--- config.mk ---
export PLATFORM = sky130hd
export DESIGN_NAME = shared_line_packet_link_top
export DESIGN_NICKNAME = d
export VERILOG_FILES = /design/src/rtl/slpl_pkg.sv /design/src/rtl/shared_line_packet_link_top.sv
export SDC_FILE = /design/constraint.sdc
export NUM_CORES = 1
export LEC_CHECK = 0
export BUFFER_PORTS_ARGS = -buffer_cell sky130_fd_sc_hd__buf_2
export CAP_MARGIN = 20
export CORE_MARGIN = 2
export CORE_UTILIZATION = 62
export CTS_CLUSTER_DIAMETER = 80
export CTS_CLUSTER_SIZE = 8
export DETAILED_ROUTE_END_ITERATION = 7
export PLACE_DENSITY_LB_ADDON = 0.1
export SLEW_MARGIN = 20
export SYNTH_ARGS = -nofsm -noshare
export SYNTH_HDL_FRONTEND = slang
export SYNTH_SLANG_ARGS = --single-unit
--- constraint.sdc ---
create_clock -name clk -period 6.85 [get_ports clk]
set_clock_uncertainty 0.2 [all_clocks]
set_input_delay 1.37 -clock clk [delete_from_list [all_inputs] [get_ports clk]]
set_output_delay 1.37 -clock clk [all_outputs]
set_load 0.05 [all_outputs]
--- src/rtl/slpl_pkg.sv ---
`timescale 1ns / 1ps
// ----------------------------------------------------------------------------
// slpl_pkg
// Shared constants and types for the packet link endpoint on a shared
// busy line.
// ----------------------------------------------------------------------------
package slpl_pkg;

  localparam int MAX_PACKET  = 20;
  localparam int MAX_PAYLOAD = 16;

  localparam int RX_IDX_W = (MAX_PACKET > 1) ? $clog2(MAX_PACKET) : 1;
  localparam int RX_CNT_W = $clog2(MAX_PACKET + 1);
  localparam int TX_IDX_W = (MAX_PAYLOAD > 1) ? $clog2(MAX_PAYLOAD) : 1;
  localparam int TX_CNT_W = $clog2(MAX_PAYLOAD + 1);
  localparam int SEQ_W    = $clog2(MAX_PACKET + MAX_PAYLOAD + 4);

  localparam int MIN_FRAME = 4;
  localparam int HDR_BYTES = 3;

  localparam int IN_DATA_W  = 32;
  localparam int OUT_DATA_W = 24;

  typedef enum logic [2:0] {
    OP_RX_BYTE   = 3'd0,
    OP_LINE_BUSY = 3'd1,
    OP_LINE_FREE = 3'd2,
    OP_LOAD_BYTE = 3'd3,
    OP_SEND      = 3'd4
  } op_t;

  typedef enum logic [1:0] {
    KIND_TX_BYTE  = 2'd0,
    KIND_RX_BYTE  = 2'd1,
    KIND_RX_EMPTY = 2'd2
  } kind_t;

  typedef enum logic [1:0] {
    REG_OWN_ADDR  = 2'd0,
    REG_BCAST     = 2'd1,
    REG_ANNOUNCE  = 2'd2,
    REG_NAK_FLAGS = 2'd3
  } reg_idx_t;

  typedef enum logic [2:0] {
    S_IDLE = 3'd0,
    S_SUM  = 3'd1,
    S_RX   = 3'd2,
    S_NAK  = 3'd3,
    S_TX   = 3'd4
  } state_t;

endpackage

--- src/rtl/shared_line_packet_link_top.sv ---
`timescale 1ns / 1ps
// ----------------------------------------------------------------------------
// shared_line_packet_link_top
// Packet link endpoint: buffers received frames, checks them when the line
// goes free, delivers payload, answers address claims and sends frames.
// ----------------------------------------------------------------------------
// Receive byte, line busy, payload load and a send request while the line is
// busy are handled in the idle state. A line free event starts a checksum pass
// over the buffered bytes when four or more bytes are buffered, then the result
// transfers, and then any pending frame of at most 15 payload bytes. A send
// request on a free line emits the header, the payload and the checksum. The
// single 8-bit adder steps over one buffered or emitted byte per cycle, the
// emitted bytes only while the output is not stalled.
module shared_line_packet_link_top (
  input  logic        clk,
  input  logic        rst_n,
  input  logic        in_tvalid,
  output logic        in_tready,
  // opcode[2:0], data_byte[10:3], dest_addr[18:11], tx_flags[26:19],
  // tx_length[31:27]
  input  logic [31:0] in_tdata,
  output logic        out_tvalid,
  input  logic        out_tready,
  // data[7:0], source_addr[15:8], rx_flags[23:16]
  output logic [23:0] out_tdata,
  // kind[1:0]
  output logic [1:0]  out_tuser,
  output logic        out_tlast,
  input  logic        cfg_we,
  input  logic [1:0]  cfg_addr,
  input  logic [7:0]  cfg_wdata
);

  slpl_pkg::state_t state_r, state_nxt;

  logic [7:0] own_addr_r, bcast_r, announce_r, nak_flags_r;

  logic [7:0] rx_buf_r [slpl_pkg::MAX_PACKET];
  logic [7:0] tx_buf_r [slpl_pkg::MAX_PAYLOAD];

  logic [slpl_pkg::RX_CNT_W-1:0] rx_cnt_r, rx_cnt_nxt;
  logic [slpl_pkg::TX_CNT_W-1:0] tx_ld_cnt_r, tx_ld_cnt_nxt;
  logic [7:0] tx_dst_r, tx_dst_nxt, tx_src_r, tx_src_nxt, tx_flg_r, tx_flg_nxt;
  logic [slpl_pkg::TX_IDX_W-1:0] tx_len_r, tx_len_nxt;
  logic tx_pend_r, tx_pend_nxt;
  logic line_free_r, line_free_nxt;

  logic [slpl_pkg::SEQ_W-1:0] idx_r, idx_nxt, work_cnt_r, work_cnt_nxt;
  logic [7:0] sum_r, sum_nxt;

  logic        out_vld_r, out_vld_nxt;
  logic [7:0]  out_data_r, out_data_nxt, out_src_r, out_src_nxt, out_flg_r, out_flg_nxt;
  logic [1:0]  out_kind_r, out_kind_nxt;
  logic        out_last_r, out_last_nxt;

  slpl_pkg::op_t in_op;
  logic [7:0]  in_byte, in_dest, in_flags;
  logic [4:0]  in_len;
  logic        in_fire, send_ok, can_emit;
  logic        rx_we, tx_we;

  logic [7:0]  rx_rd, tx_rd, add_b, add_res, emit_byte;
  logic [slpl_pkg::SEQ_W-1:0] tx_off, tx_end;
  logic        sum_last, chk_ok, nak_hit, rx_hit;
  logic        rx_done, nak_done, tx_done;

  assign in_op    = slpl_pkg::op_t'(in_tdata[2:0]);
  assign in_byte  = in_tdata[10:3];
  assign in_dest  = in_tdata[18:11];
  assign in_flags = in_tdata[26:19];
  assign in_len   = in_tdata[31:27];

  assign in_tready = (state_r == slpl_pkg::S_IDLE);
  assign in_fire   = in_tvalid && in_tready;
  assign send_ok   = (32'(in_len) < 32'(slpl_pkg::MAX_PAYLOAD));
  assign can_emit  = !out_vld_r || out_tready;

  assign rx_rd   = rx_buf_r[idx_r[slpl_pkg::RX_IDX_W-1:0]];
  assign tx_off  = idx_r - slpl_pkg::SEQ_W'(slpl_pkg::HDR_BYTES);
  assign tx_rd   = tx_buf_r[tx_off[slpl_pkg::TX_IDX_W-1:0]];
  assign tx_end  = slpl_pkg::SEQ_W'(tx_len_r) + slpl_pkg::SEQ_W'(slpl_pkg::HDR_BYTES);

  assign sum_last = (idx_r == work_cnt_r - slpl_pkg::SEQ_W'(1));
  assign chk_ok   = (sum_r == rx_rd);
  assign nak_hit  = (rx_buf_r[0] == bcast_r) && ((rx_buf_r[2] & announce_r) != 8'd0)
                    && (rx_buf_r[1] == own_addr_r);
  assign rx_hit   = (rx_buf_r[0] != bcast_r) && (rx_buf_r[0] == own_addr_r);

  assign rx_done  = (work_cnt_r == slpl_pkg::SEQ_W'(slpl_pkg::MIN_FRAME)) ||
                    (idx_r == work_cnt_r - slpl_pkg::SEQ_W'(2));
  assign nak_done = (idx_r == slpl_pkg::SEQ_W'(3));
  assign tx_done  = (idx_r == tx_end);

  always_comb begin
    unique case (idx_r)
      slpl_pkg::SEQ_W'(0): emit_byte = (state_r == slpl_pkg::S_NAK) ? bcast_r : tx_dst_r;
      slpl_pkg::SEQ_W'(1): emit_byte = (state_r == slpl_pkg::S_NAK) ? own_addr_r : tx_src_r;
      slpl_pkg::SEQ_W'(2): emit_byte = (state_r == slpl_pkg::S_NAK) ? nak_flags_r : tx_flg_r;
      default: begin
        if ((state_r == slpl_pkg::S_NAK) || tx_done) begin
          emit_byte = sum_r;
        end else begin
          emit_byte = tx_rd;
        end
      end
    endcase
  end

  // The one shared adder: checksum over buffered or emitted bytes.
  assign add_b   = (state_r == slpl_pkg::S_SUM) ? rx_rd : emit_byte;
  assign add_res = sum_r + add_b;

  always_comb begin
    state_nxt = state_r;
    unique case (state_r)
      slpl_pkg::S_IDLE: begin
        if (in_fire && (in_op == slpl_pkg::OP_LINE_FREE)) begin
          if (32'(rx_cnt_r) >= slpl_pkg::MIN_FRAME) begin
            state_nxt = slpl_pkg::S_SUM;
          end else if (tx_pend_r) begin
            state_nxt = slpl_pkg::S_TX;
          end
        end else if (in_fire && (in_op == slpl_pkg::OP_SEND)) begin
          if (line_free_r && (send_ok || tx_pend_r)) begin
            state_nxt = slpl_pkg::S_TX;
          end
        end
      end
      slpl_pkg::S_SUM: begin
        if (sum_last) begin
          if (chk_ok && nak_hit) begin
            state_nxt = slpl_pkg::S_NAK;
          end else if (chk_ok && rx_hit) begin
            state_nxt = slpl_pkg::S_RX;
          end else if (tx_pend_r) begin
            state_nxt = slpl_pkg::S_TX;
          end else begin
            state_nxt = slpl_pkg::S_IDLE;
          end
        end
      end
      slpl_pkg::S_RX, slpl_pkg::S_NAK: begin
        if (can_emit && (((state_r == slpl_pkg::S_RX) && rx_done) ||
                         ((state_r == slpl_pkg::S_NAK) && nak_done))) begin
          state_nxt = tx_pend_r ? slpl_pkg::S_TX : slpl_pkg::S_IDLE;
        end
      end
      slpl_pkg::S_TX: begin
        if (can_emit && tx_done) begin
          state_nxt = slpl_pkg::S_IDLE;
        end
      end
      default: state_nxt = slpl_pkg::S_IDLE;
    endcase
  end

  always_comb begin
    rx_cnt_nxt    = rx_cnt_r;
    tx_ld_cnt_nxt = tx_ld_cnt_r;
    tx_dst_nxt    = tx_dst_r;
    tx_src_nxt    = tx_src_r;
    tx_flg_nxt    = tx_flg_r;
    tx_len_nxt    = tx_len_r;
    tx_pend_nxt   = tx_pend_r;
    line_free_nxt = line_free_r;
    idx_nxt       = idx_r;
    work_cnt_nxt  = work_cnt_r;
    sum_nxt       = sum_r;
    rx_we         = 1'b0;
    tx_we         = 1'b0;
    out_vld_nxt   = out_vld_r && !out_tready;
    out_data_nxt  = out_data_r;
    out_src_nxt   = out_src_r;
    out_flg_nxt   = out_flg_r;
    out_kind_nxt  = out_kind_r;
    out_last_nxt  = out_last_r;
    unique case (state_r)
      slpl_pkg::S_IDLE: begin
        idx_nxt = '0;
        sum_nxt = '0;
        if (in_fire) begin
          unique case (in_op)
            slpl_pkg::OP_RX_BYTE: begin
              if (32'(rx_cnt_r) < slpl_pkg::MAX_PACKET) begin
                rx_we      = 1'b1;
                rx_cnt_nxt = rx_cnt_r + slpl_pkg::RX_CNT_W'(1);
              end
            end
            slpl_pkg::OP_LINE_BUSY: begin
              line_free_nxt = 1'b0;
              rx_cnt_nxt    = '0;
            end
            slpl_pkg::OP_LINE_FREE: begin
              line_free_nxt = 1'b1;
              work_cnt_nxt  = slpl_pkg::SEQ_W'(rx_cnt_r);
              rx_cnt_nxt    = '0;
            end
            slpl_pkg::OP_LOAD_BYTE: begin
              if (32'(tx_ld_cnt_r) < slpl_pkg::MAX_PAYLOAD) begin
                tx_we         = 1'b1;
                tx_ld_cnt_nxt = tx_ld_cnt_r + slpl_pkg::TX_CNT_W'(1);
              end
            end
            slpl_pkg::OP_SEND: begin
              if (send_ok) begin
                tx_dst_nxt    = in_dest;
                tx_src_nxt    = own_addr_r;
                tx_flg_nxt    = in_flags | {3'b000, in_len};
                tx_len_nxt    = slpl_pkg::TX_IDX_W'(in_len);
                tx_pend_nxt   = 1'b1;
                tx_ld_cnt_nxt = '0;
              end
            end
            default: ;
          endcase
        end
      end
      slpl_pkg::S_SUM: begin
        if (!sum_last) begin
          sum_nxt = add_res;
          idx_nxt = idx_r + slpl_pkg::SEQ_W'(1);
        end else begin
          sum_nxt = '0;
          idx_nxt = (chk_ok && !nak_hit && rx_hit) ? slpl_pkg::SEQ_W'(slpl_pkg::HDR_BYTES)
                                                   : '0;
        end
      end
      slpl_pkg::S_RX: begin
        if (can_emit) begin
          out_vld_nxt = 1'b1;
          out_src_nxt = rx_buf_r[1];
          out_flg_nxt = rx_buf_r[2];
          out_last_nxt = rx_done && !tx_pend_r;
          if (work_cnt_r == slpl_pkg::SEQ_W'(slpl_pkg::MIN_FRAME)) begin
            out_kind_nxt = slpl_pkg::KIND_RX_EMPTY;
            out_data_nxt = '0;
          end else begin
            out_kind_nxt = slpl_pkg::KIND_RX_BYTE;
            out_data_nxt = rx_rd;
          end
          idx_nxt = rx_done ? '0 : idx_r + slpl_pkg::SEQ_W'(1);
        end
      end
      slpl_pkg::S_NAK, slpl_pkg::S_TX: begin
        if (can_emit) begin
          out_vld_nxt  = 1'b1;
          out_kind_nxt = slpl_pkg::KIND_TX_BYTE;
          out_data_nxt = emit_byte;
          out_src_nxt  = '0;
          out_flg_nxt  = '0;
          if (state_r == slpl_pkg::S_NAK) begin
            out_last_nxt = nak_done && !tx_pend_r;
            sum_nxt      = nak_done ? '0 : add_res;
            idx_nxt      = nak_done ? '0 : idx_r + slpl_pkg::SEQ_W'(1);
          end else begin
            out_last_nxt = tx_done;
            sum_nxt      = add_res;
            idx_nxt      = idx_r + slpl_pkg::SEQ_W'(1);
            if (tx_done) begin
              tx_pend_nxt = 1'b0;
            end
          end
        end
      end
      default: ;
    endcase
  end

  always_ff @(posedge clk) begin
    if (!rst_n) begin
      state_r     <= slpl_pkg::S_IDLE;
      own_addr_r  <= 8'd0;
      bcast_r     <= 8'd255;
      announce_r  <= 8'd128;
      nak_flags_r <= 8'd64;
      rx_cnt_r    <= '0;
      tx_ld_cnt_r <= '0;
      tx_dst_r    <= '0;
      tx_src_r    <= '0;
      tx_flg_r    <= '0;
      tx_len_r    <= '0;
      tx_pend_r   <= 1'b0;
      line_free_r <= 1'b1;
      idx_r       <= '0;
      work_cnt_r  <= '0;
      sum_r       <= '0;
      out_vld_r   <= 1'b0;
    end else begin
      state_r     <= state_nxt;
      rx_cnt_r    <= rx_cnt_nxt;
      tx_ld_cnt_r <= tx_ld_cnt_nxt;
      tx_dst_r    <= tx_dst_nxt;
      tx_src_r    <= tx_src_nxt;
      tx_flg_r    <= tx_flg_nxt;
      tx_len_r    <= tx_len_nxt;
      tx_pend_r   <= tx_pend_nxt;
      line_free_r <= line_free_nxt;
      idx_r       <= idx_nxt;
      work_cnt_r  <= work_cnt_nxt;
      sum_r       <= sum_nxt;
      out_vld_r   <= out_vld_nxt;
      if (cfg_we) begin
        unique case (slpl_pkg::reg_idx_t'(cfg_addr))
          slpl_pkg::REG_OWN_ADDR:  own_addr_r  <= cfg_wdata;
          slpl_pkg::REG_BCAST:     bcast_r     <= cfg_wdata;
          slpl_pkg::REG_ANNOUNCE:  announce_r  <= cfg_wdata;
          slpl_pkg::REG_NAK_FLAGS: nak_flags_r <= cfg_wdata;
          default: ;
        endcase
      end
    end
  end

  always_ff @(posedge clk) begin
    out_data_r <= out_data_nxt;
    out_src_r  <= out_src_nxt;
    out_flg_r  <= out_flg_nxt;
    out_kind_r <= out_kind_nxt;
    out_last_r <= out_last_nxt;
    if (rx_we) begin
      rx_buf_r[rx_cnt_r[slpl_pkg::RX_IDX_W-1:0]] <= in_byte;
    end
    if (tx_we) begin
      tx_buf_r[tx_ld_cnt_r[slpl_pkg::TX_IDX_W-1:0]] <= in_byte;
    end
  end

  assign out_tvalid = out_vld_r;
  assign out_tdata  = {out_flg_r, out_src_r, out_data_r};
  assign out_tuser  = out_kind_r;
  assign out_tlast  = out_last_r;

`ifndef NO_ASSERTIONS
  a_rx_cnt_bound: assert property (@(posedge clk) disable iff (!rst_n)
    32'(rx_cnt_r) <= slpl_pkg::MAX_PACKET)
    else $error("receive count beyond buffer size");

  a_tx_needs_pending: assert property (@(posedge clk) disable iff (!rst_n)
    (state_r == slpl_pkg::S_TX) |-> tx_pend_r)
    else $error("transmit sequence without a pending frame");

  a_sum_min_frame: assert property (@(posedge clk) disable iff (!rst_n)
    (state_r == slpl_pkg::S_SUM) |-> (work_cnt_r >= slpl_pkg::SEQ_W'(slpl_pkg::MIN_FRAME)))
    else $error("checksum pass on a short frame");

  a_tx_end_clears: assert property (@(posedge clk) disable iff (!rst_n)
    ((state_r == slpl_pkg::S_TX) && can_emit && tx_done) |=>
      (!tx_pend_r && out_tvalid && out_tlast))
    else $error("frame end did not close the run");
`endif

endmodule

Yosys cells after proc, flatten, opt, wreduce, memory -nomap -nowiden. Memories as Yosys holds them, arrays and structs flattened. A register that Yosys moved wholly into a read port is not among the register bits. Index checks and enable logic that the tools add are counted.

Flip-flop bits (word level): 122. Bits in writable memories: 288. Logic and storage cells: 211. Memories kept: 2.

Memories: rx_buf_r (depth 20, width 8, rd ports 4, clocked after memory_dff 1, wr ports 1, line shared_line_packet_link_top.sv:38) `logic [7:0] rx_buf_r [slpl_pkg::MAX_PACKET];`; tx_buf_r (depth 16, width 8, rd ports 1, clocked after memory_dff 0, wr ports 1, line shared_line_packet_link_top.sv:39) `logic [7:0] tx_buf_r [slpl_pkg::MAX_PAYLOAD];`.

$add $sub $neg: 8. Order comparisons: 4. Eq/ne operators: 39. Muxes and demuxes: 77. Bitwise gates (word level): 2. Reduce and logical (&&, ||, !) cells: 57.

Operators by type and width (count): 8-bit two-way mux (15); 8-bit one-hot mux with 2 select lines (3); 8-bit one-hot mux with 3 select lines (2); 6-bit two-way mux (6); 3-bit two-way mux (11); 8-bit equality test (4); 5-bit two-way mux (5); 6-bit one-hot mux with 4 select lines (1); 1-bit two-way mux (23); 2-bit inequality test (second input constant) (10); 5-bit one-hot mux with 2 select lines (2); 1-bit logical AND (18); 5-bit less-than comparator (second input constant) (3); 3-bit by 2-bit equality test with 1-bit output (second input constant) (4); 6-bit by 2-bit equality test with 1-bit output (second input constant) (2); 6-bit equality test (2); 3-bit one-hot mux with 4 select lines (1); 3-bit AND reduction (4); 5-bit by 1-bit adder with 5-bit output (second input constant) (2); 2-bit AND reduction (5); 2-bit nonzero test (5); 8-bit adder (1); 8-bit bitwise AND (1); 2-bit two-way mux (4); other kinds (34) (53).

Logic depth before layout (Yosys ltp). Gate-level depths: netlist (run 1). An unclocked memory read counts as a cell.

Depth after elaboration: 13. Mapped depth: 22.

Least setup slack after synthesis (run 1). OpenSTA, ideal clock, no wires.

Kind: register -> register. Start: register idx_r[0] in the netlist's numbering. End: register sum_r[7]. Setup time: 0.122 ns. Arrival: 5.517 ns. Required time: 6.528 ns. Setup slack: 1.010 ns. Stages on the path, launching flop included: 23. Period minus slack after synthesis: 5.840 ns. Path through: dfxtp_1 > buf_2 > buf_1 > inv_1 > ha_1 > clkbuf_1 > clkbuf_1 > clkbuf_1 > mux4_2 > mux4_2 > mux2i_1 > o21ai_0 > nand2_1 > o21ai_0 > ha_1 > a21o_1 > a21oi_1 > o21ai_0 > o41ai_1 > nor3b_1 > nor2_1 > and3_1 > a311o_1.

Word-level cells in the longest chain between the ends: 10. Elaborated cells between the ends (all ways): 18.

Ends and longest elaborated chain: from (decl) (line shared_line_packet_link_top.sv:48) `logic [slpl_pkg::SEQ_W-1:0] idx_r, idx_nxt, work_cnt_r, work_cnt_nxt;`; from (signal assigned) (line shared_line_packet_link_top.sv:298) `idx_r <= idx_nxt;`; 4-bit by 2-bit subtractor with 4-bit output or 6-bit by 5-bit equality test with 1-bit output (tied branches) (line shared_line_packet_link_top.sv:79, shared_line_packet_link_top.sv:92); memory read 16 x 8 bit or 1-bit logical OR (tied branches); 8-bit two-way mux (line shared_line_packet_link_top.sv:100) `if ((state_r == slpl_pkg::S_NAK) || tx_done) begin`; 8-bit one-hot mux with 3 select lines (line shared_line_packet_link_top.sv:95) `unique case (idx_r)`; 8-bit two-way mux (line shared_line_packet_link_top.sv:110) `assign add_b = (state_r == slpl_pkg::S_SUM) ? rx_rd : emit_byte;`; 8-bit adder (line shared_line_packet_link_top.sv:111) `assign add_res = sum_r + add_b;`; 8-bit two-way mux (line shared_line_packet_link_top.sv:253) `sum_nxt = nak_done ? '0 : add_res;`; 8-bit two-way mux (line shared_line_packet_link_top.sv:251) `if (state_r == slpl_pkg::S_NAK) begin`; 8-bit two-way mux (line shared_line_packet_link_top.sv:245) `if (can_emit) begin`; 8-bit one-hot mux with 3 select lines (*) (line shared_line_packet_link_top.sv:177) `unique case (state_r)`; to (signal assigned) (line shared_line_packet_link_top.sv:300) `sum_r <= sum_nxt;`; to (decl) (line shared_line_packet_link_top.sv:49) `logic [7:0] sum_r, sum_nxt;`.

Mark *: on every way between the ends. The rest lies on a longest branch, timed or not. The select of a mux whose other input is x is not followed. A chain may end at the register's enable or synchronous reset.

Worst setup path in the final report (run 1).
Start: register idx_r[1] in the netlist's numbering. End: register sum_r[7].

The elaborated chain is that of the path after synthesis.

==> out/results.ini, run 1 <==
[die]
core_sq_um = 28940
rows = 62
die_area_sq_um = 30940
die_h_um = 175.9
start_util_pct = 63.32
die_w_um = 175.9
io_pins = 76

[logic_synthesis]
syn_nets = 1444
synth_top_cell_by_area = edfxtp_1
yosysTopAreaCellShare_pct = 51.63
mappedNetlistArea_sq_um = 18320
ys_ff_latch = 415
avgSynthCellArea_sq_um = 13.35
ys_types = 71
synth-edff-count = 315
syn_inst = 1372
synth_seq_area_share_pct = 62.55
synthTopCellsByArea = edfxtp_1 52%, dfxtp_1 11%, mux4_2 7.7%
synthArstFlopShare_pct = 0
synthFlopType = edfxtp_1
ys.warnings.count = 0

[power_and_ir_drop]
sw_frac_of_total_pct = 23.63
ir_drop_mv = 0.2330
power_density_nw_per_um2 = 283.8
p_int_w = 0.004483
totalPowerFinal_w = 0.005869
pwr-share-comb_pct = 7.7
seq_power_share_pct = 47.9
p_leak_nw = 6.831
switchingPower_w = 0.001387
clkPwrFrac_pct = 44.4

[clock_tree]
clockBufferDepth = 3
clkTransAtPathRegs_ns = 0.05
postCtsSetupRepairBufs = 0
insertion_delay_ns = 0.59
cts_tree = built
hold_buffers = 0
cts_buffers = 57
htree_levels = 2
cts_resized = 0
cts_root_buffer = clkbuf_16
cts_sinks = 415

[layout]
nets = 1519
fillers = 1961
seq_area_sq_um = 11470
fin_cells = 1878
drive_above_1_share_pct = 15.67
multi_input_area_sq_um = 6494
area_growth_pct = 12.89

[place]
dp_hpwl_mm = 29.76
place_ws_ns = 1.447
dpl.cell_count = 1771
port_buffers = 75
gp_congestion = 0.9096

[grt]
overflow = 0
grt_pass1_vias = 11530
antenna_found_initial = 1
grt_max_degree = 47
track_usage_pct = 30.09
grt_pass1_wl_mm = 69.38

[route]
drc = 0
vias_per_cell = 6.283
route.vias.total = 11800
wl_per_cell_um = 24.16
routed_wl_mm = 45.38
dr.pass1.iters = 6
drtAntennaViolNets = 0
initialDrtViolationCount = 1257

[timing]
finalCritPeriodShare_pct = 79.54
fin_ws_ns = 1.402
hold_viol = 0
tightest_slew_ns = 1.134
setup_tns_ns = 0
period_minus_slack_ns = 5.448
max_slew_margin_pct = 24.21
final_max_slew_viol_count = 0
rsz0062_at_grt = no
finalSetupViolations = 0
max_freq_mhz = 183.5

[worst_setup_path]
r2r-start = idx_r[1]
endpoint_kind = flop
worst_r2r_path_depth = 18
r2r_end = sum_r[7]
crit_fanout = 12
crit_type = flop to flop
crit_path_start_kind = flop
required_ns = 7.09
setup.worst_path.start = idx_r[1]
arrival_ns = 5.69
rrSetupSlack_ns = 1.40

[outcome]
status = finished, final reports clean

[run]
maxCapViolations = 0

[hold_path]
min_to = tx_src_r[7]
whs_path_depth = 2
hold_path_class = flop to flop
min_from = tx_src_r[7]

[final cells by class]
class                      count  area share [%]
sequential                   415           55.44
multi-input combinational    863           31.40
clock buffer                 103           7.834
timing repair buffer          91           2.414
tap                          384           2.323
inverter                      19          0.3448
clock inverter                 2          0.2420
antenna                        1         0.01210
[power by group through the flow]
stage                     Combinational [W]  Sequential [W]  Clock (W)
final                              0.000451         0.00281    0.00261
after global routing               0.000481         0.00282    0.00276
after CTS                          0.000451         0.00281    0.00264
after detailed placement           0.000449         0.00286          0
after global placement             0.000442         0.00286          0
after floorplan                    0.000201         0.00295          0
[worst max path at each step]
stage / to / slack [ns] / cells after the start
final: sum_r[7] / 1.40 / 18
after global routing: sum_r[7] / 0.97 / 18
after CTS: sum_r[7] / 1.42 / 17
after detailed placement: sum_r[7] / 1.45 / 18
after global placement: sum_r[7] / 1.59 / 18
after floorplan: sum_r[7] / 1.01 / 22
[cells in the final DEF, fill, tap and decap left out, types with 45 or more instances in the layout]
cell type,n
a21boi_0,48
clkbuf_16,58
buf_2,75
mux4_2,63
nor2_1,83
nand2_1,195
mux2i_1,54
clkbuf_1,45
dfxtp_1,98
edfxtp_1,315
[worst max-delay path, cell delays in order (launching register included)]
cell,delay [ns]
dfxtp_1,0.52
inv_1,0.16
ha_1,0.71
buf_4,0.32
mux4_2,0.32
mux4_2,0.47
mux2i_1,0.13
o21ai_0,0.11
nand2_1,0.09
o21ai_0,0.14
ha_1,0.32
a21o_1,0.16
a21oi_1,0.23
o21ai_0,0.17
o41ai_1,0.48
nor3b_1,0.24
nor2_1,0.08
and3_1,0.17
a311o_1,0.30
[sequential cells by signal (all words and copies together), names as in the netlist, 6 cells and up, named ones only]
name and cells:
sum_r 8, idx_r 6, own_addr_r 8, out_flg_r 8, tx_src_r 8, rx_buf_r 160, out_data_r 8, tx_buf_r 128
announce_r 8, bcast_r 8, nak_flags_r 8, tx_flg_r 8, out_src_r 8, tx_dst_r 8
[cell usage after synthesis, types with 4 or more instances]
| cell type | count |
|---|---|
| clkbuf_1 | 51 |
| o31ai_1 | 4 |
| ha_1 | 24 |
| nor3_1 | 21 |
| nand3_1 | 24 |
| a31oi_1 | 6 |
| or3_1 | 11 |
| nand2_1 | 195 |
| nand3b_1 | 5 |
| a222oi_1 | 14 |
| a21oi_1 | 23 |
| mux2i_1 | 54 |
| a21o_1 | 7 |
| a21boi_0 | 48 |
| o22ai_1 | 6 |
| edfxtp_1 | 315 |
| nor3b_1 | 12 |
| nand4_1 | 6 |
| buf_1 | 6 |
| nor4_1 | 5 |
| and2_1 | 25 |
| dfxtp_1 | 100 |
| buf_4 | 6 |
| xnor2_1 | 30 |
| o21ai_0 | 38 |
| a211oi_1 | 7 |
| nor2_1 | 84 |
| a22oi_1 | 18 |
| nor4b_1 | 4 |
| nor2b_1 | 23 |
| and3_1 | 8 |
| inv_1 | 19 |
| mux4_2 | 63 |
| buf_2 | 11 |
| xor2_1 | 28 |
| a22o_1 | 12 |
| nand2b_1 | 7 |
[through the flow]
stage,util (%),area (sq um),hold slack [ns]
6_report,71.48,20680,0.2647
5_1_grt,71.47,20680,0.2796
4_1_cts,71.43,20670,0.2643
3_5_place_dp,65.66,19000,0.2564
3_3_place_gp,65.66,19000,0.2500
2_1_floorplan,-,18320,0.2358
[per-layer routing]
layer	global-route usage, %	wire [um]	up-vias
met5	0	0	-
li1	-	-	5319
met2	48.51	21980	517
met4	9.332	1123	0
met3	4.113	3202	79
met1	43.20	19070	5884
[cells by family after synthesis]
family | synth area share (%)
adder cells (fa/ha/maj) | 1.748
flip-flops | 62.55
buffers and inverters | 2.165
XOR/XNOR | 2.861
AO/OA/AOI/OAI | 8.393
multiplexers | 10.82
AND/OR/NAND/NOR | 11.47
Note: power is estimated with default switching activity, not from simulation.
==> inputs of run 2 (changes only) <==
clock period = 5.7 ns   (was 6.85 ns; I/O delays follow)
==> run 2 against run 1 <==
  * Critical path depth decreased by 1
  * Worst hold slack got worse by 0.0065 ns
  * Total power increased by 21%
  * Maximum frequency increased by 2.1%
  * Final cell count increased by 0.48%
  * Global-route usage increased by 0.10 points
  * Sequential power increased by 20%
  * Via count increased by 1.1%
  * Design area increased by 0.24%
  * Worst setup slack got worse by 1.0 ns
  * Core utilization increased by 0.17 points
==> out/results.ini, run 2 (same netlist as run 1, synthesis figures left out) <==
[outcome]
status = finished, final reports clean

[worst_setup_path]
crit_type = flop to flop
setup.worst_path.start = idx_r[1]
required_ns = 5.93
endpoint_kind = flop
arrival_ns = 5.57
crit_path_start_kind = flop
cpPeakStageDelay_ns = 0.67
r2r-start = idx_r[1]
crit_top_cell = o21ai_0
crit_fanout = 13
crit_chain = inv_1 > ha_1 > buf_4 > mux4_2 > mux4_2 > mux2i_1 > o21ai_0 > nand2_1 > o21ai_0 > ha_1 > a21oi_1 > o21ai_0 > o41ai_2 > nor3b_1 > nor2_1 > and3_1 > a311o_1
rrSetupSlack_ns = 0.36
cpMaxStageDelayCell = ha_1

[power_and_ir_drop]
clkPwrFrac_pct = 44.6
ir_drop_mv = 0.2386
seq_power_share_pct = 47.5
switchingPower_w = 0.001696
sw_frac_of_total_pct = 23.91
p_leak_nw = 6.867
totalPowerFinal_w = 0.007093
power_density_nw_per_um2 = 342.1
p_int_w = 0.005397
pwr-share-comb_pct = 7.9

[layout]
num_antenna_cells = 0
fillers = 1908
nets = 1527
largest_reg_flops = 160
mostFrequentLayoutCell = edfxtp_1
drive_above_1_share_pct = 15.97
utilization_pct = 71.66
final_cell_mix = 315 x edfxtp_1, 195 x nand2_1, 98 x dfxtp_1, 83 x nor2_1, 75 x buf_2
multi_input_area_sq_um = 6482
seq_area_sq_um = 11470
area_growth_pct = 13.16

[route]
vias_per_cell = 6.323
wl_per_cell_um = 24.31
initialDrtViolationCount = 1611
route.vias.total = 11930
dr.pass1.iters = 6
drc = 0
routed_wl_mm = 45.87
drtAntennaViolNets = 0

[hold_path]
hold_path_class = flop to flop
min_from = tx_src_r[7]

[clock_tree]
clkTransAtPathRegs_ns = 0.06
cts_buffers = 57
cts_root_buffer = clkbuf_16
postCtsSetupRepairBufs = 0
clockBufferDepth = 3
insertion_delay_ns = 0.59
cts_tree = built
htree_levels = 2
cts_sinks = 415

[timing]
finalSetupViolations = 0
rsz0062_at_grt = no
period_minus_slack_ns = 5.338
hold_viol = 0
finalCritPeriodShare_pct = 93.65
max_freq_mhz = 187.3
final_max_slew_viol_count = 0
tightest_slew_ns = 1.038
max_slew_margin_pct = 30.60
setup_tns_ns = 0

[grt]
grt_max_degree = 50
antenna_found_initial = 0
grt_pass1_wl_mm = 70.01
track_usage_pct = 30.19
grt_pass1_vias = 11540
overflow = 0

[die]
die_area_sq_um = 30940
start_util_pct = 63.32
rows = 62
io_pins = 76
die_h_um = 175.9
die_w_um = 175.9
core_sq_um = 28940

[place]
dp_hpwl_mm = 29.94
port_buffers = 75
gp_congestion = 0.9332

[run]
maxCapViolations = 0

run 2: changes by cell type in the layout (fill, tap and decap cells not counted):
cell,change
buf_4,+9
nor3_1,+4
nor3_2,-4
clkbuf_1,+2
buf_6,-1
diode_2,-1
o41ai_1,-1
o41ai_2,+1
or3_1,-1
or3_2,+1
run 2: worst max-delay path, delay by kind of cell (launching register included):
kind                       cells  cell delay, ns
DFF                            1            0.54
adders and majority gates      2            1.02
and+or+nand+nor                4            0.61
muxes                          3            1.04
buffers and inverters          2            0.48
AOI/OAI and AO/OA              6            1.31
run 2: power groups by stage:
| stage | clock network (W) | logic, W | registers, W |
|---|---|---|---|
| 2_1_floorplan | 0 | 0.000241 | 0.00354 |
| 3_3_place_gp | 0 | 0.000546 | 0.00343 |
| 3_5_place_dp | 0 | 0.000556 | 0.00343 |
| 4_1_cts | 0.00317 | 0.000559 | 0.00337 |
| 5_1_grt | 0.00331 | 0.000598 | 0.00337 |
| 6_report | 0.00316 | 0.000561 | 0.00337 |
run 2: final timing paths:
path / endpoint / depth (start not counted)
worst min register to register: tx_src_r[7] / 2
worst min-delay path: tx_src_r[7] / 2
worst max-delay path: sum_r[7] / 17
worst max register to register: sum_r[7] / 17
run 2: layer usage:
metal	GRT usage, %	routed length [um]
met3	3.463	3228
met2	49.85	22400
met5	0	0
met4	8.402	1267
met1	43.15	18970
run 2: layout make-up:
type	count	share of cell area [%]
Sequential cell	415	55.30
Multi-Input combinational cell	863	31.27
Clock buffer	105	7.851
Timing Repair Buffer	99	2.679
Tap cell	384	2.317
Inverter	19	0.3440
Clock inverter	2	0.2414
run 2: metrics by stage:
stage	setup WS [ns]	cells	hold slack (ns)	cell area [sq um]
floorplan	0.05316	1372	0.2358	18320
global placement	0.5797	1780	0.2468	19050
detailed placement	0.3878	1780	0.2546	19050
CTS	0.2892	1887	0.2605	20720
global route	0.1023	1887	0.2800	20730
finish	0.3617	1887	0.2582	20730
run 2: repair_timing:
action,CTS,global route
setup endpoints to repair,0,1
gates resized for setup,0,1
endpoints found under the hold margin,0,0
hold buffers,0,0
==> inputs of run 3 (changes only) <==
CELL_PAD_IN_SITES_DETAIL_PLACEMENT = 1   (was unset)
CELL_PAD_IN_SITES_GLOBAL_PLACEMENT = 1   (was unset)
CORE_UTILIZATION = 51   (was 62)
==> run 3 against run 2 <==
  * Die area rose by 21%
  * First-iteration DRC count fell by 53%
  * Critical path type unchanged
  * Final cell count rose by 4.5%
  * Worst setup slack improved by 0.067 ns
  * Sequential share of layout area fell by 0.35 points
  * Largest power group unchanged
  * Maximum frequency rose by 1.3%
  * Critical path depth did not move
  * Register-to-register slack improved by 0.07 ns
  * Highest routed layer unchanged
==> out/results.ini, run 3 (same netlist as run 1, synthesis figures left out) <==
[outcome]
status = finished, final reports clean

[route]
drtAntennaViolNets = 0
wl_met3_mm = 2.492
vias_per_cell = 6.025
met1_length_mm = 21.34
route.vias.total = 11880
routed_wl_mm = 50.15
initialDrtViolationCount = 762
drc = 0
wl_met2_mm = 24.78
dr.pass1.iters = 5
wl_per_cell_um = 25.43
routed.top_layer = met4

[layout]
nets = 1538
largest_reg_flops = 160
fin_cells = 1972
multi_input_area_sq_um = 6481
num_antenna_cells = 0
fillers = 3460
drive_above_1_share_pct = 16.55
utilization_pct = 58.81
final_area_sq_um = 20870
seq_area_sq_um = 11470
area_growth_pct = 13.89
final_cell_mix = 315 x edfxtp_1, 195 x nand2_1, 98 x dfxtp_1, 83 x nor2_1, 75 x buf_2
mostFrequentLayoutCell = edfxtp_1

[grt]
grt_pass1_wl_mm = 77.14
overflow = 0
grt_pass1_vias = 12540
track_usage_pct = 27.13
antenna_found_initial = 0
grt_max_degree = 70

[place]
dp_hpwl_mm = 34.80
dpl.cell_count = 1868
dpl_cell_area_sq_um = 19220
gp_congestion = 0.8776
port_buffers = 75

[worst_setup_path]
worst-path-buf-inv = 1
crit_top_cell = o21ai_0
setup.worst_path.start = idx_r[1]
r2r-start = idx_r[1]
crit_fanout = 13
crit_chain = inv_1 > ha_1 > mux4_2 > mux4_2 > mux2i_1 > o21ai_0 > nand2_1 > o21ai_0 > ha_1 > a21o_1 > a21oi_1 > o21ai_0 > o41ai_2 > nor3b_1 > nor2_1 > and3_1 > a311o_1
cpMaxStageDelayCell = ha_1
cp_top_family = compound AO/OA/AOI/OAI gates
crit_type = flop to flop
cpPeakStageDelay_ns = 0.70
crit_path_start_kind = flop
required_ns = 5.97
arrival_ns = 5.54
endpoint_kind = flop

[timing]
max_freq_mhz = 189.7
max_slew_margin_pct = 29.43
tightest_slew_ns = 1.055
finalCritPeriodShare_pct = 92.48
final_max_slew_viol_count = 0
hold_viol = 0
period_minus_slack_ns = 5.271
rsz0062_at_grt = no
setup_tns_ns = 0
finalSetupViolations = 0

[clock_tree]
hold_buffers = 0
htree_levels = 2
postCtsSetupRepairBufs = 0
cts_resized = 0
clockBufferDepth = 3
cts_sinks = 415
insertion_delay_ns = 0.60
clkTransAtPathRegs_ns = 0.05
cts_buffers = 57
cts_tree = built
cts_root_buffer = clkbuf_16

[power_and_ir_drop]
p_leak_nw = 6.906
clkPwrFrac_pct = 44.1
sw_frac_of_total_pct = 23.89
ir_drop_mv = 0.3277
p_int_w = 0.005359
power_density_nw_per_um2 = 337.4
switchingPower_w = 0.001682
pwr-share-comb_pct = 8.0
seq_power_share_pct = 47.9

[die]
die_area_sq_um = 37460
die_h_um = 193.5
core_sq_um = 35480
rows = 69
io_pins = 76
die_w_um = 193.5
start_util_pct = 51.64

[hold_path]
min_from = tx_src_r[5]
hold_path_class = flop to flop

[run]
maxCapViolations = 0

-- run 3: cell types whose count changed in the layout (fill, tap and decap cells not counted), sizes merged --
cell | before | now
clkbuf | 105 | 102
buf | 99 | 110
-- run 3: layout make-up --
type | instances | area share [%]
sequential | 415 | 54.95
multi-input combinational | 863 | 31.06
clock buffer | 102 | 7.645
timing repair buffer | 110 | 3.058
tap | 461 | 2.764
inverter | 19 | 0.3418
clock inverter | 2 | 0.1859
-- run 3: tightest hold or removal path: stages, from the launching register on --
cell	delay [ns]
dfxtp_1	0.31
nand2_1	0.05
a21boi_0	0.06
-- run 3: through the flow --
step,worst slack [ns],total power (W),hold slack [ns]
floorplan,0.05316,0.003785,0.2358
global placement,0.5724,0.003980,0.2499
detailed placement,0.3717,0.003993,0.2588
CTS,0.2516,0.007089,0.2655
global route,0.1129,0.007260,0.2869
finish,0.4288,0.007041,0.2639
-- run 3: worst paths after layout --
check,to,slack (ns),cells past startpoint
setup / recovery,sum_r[7],0.43,17
hold / removal,tx_src_r[5],0.26,2
setup reg to reg,sum_r[7],0.43,17
hold reg to reg,tx_src_r[5],0.26,2
-- run 3: per-layer routing --
layer	GRT usage (%)	vias to the layer above
li1	-	5359
met1	36.33	6056
met2	45.24	360
met3	4.271	106
met4	9.584	0
met5	0	-
-- run 3: power by group through the flow --
stage          registers (W)  logic [W]  clock network [W]
2_1_floorplan        0.00354   0.000241                  0
3_3_place_gp         0.00343   0.000552                  0
3_5_place_dp         0.00343   0.000562                  0
4_1_cts              0.00337   0.000564            0.00315
5_1_grt              0.00337   0.000604            0.00328
6_report             0.00337   0.000565            0.00310
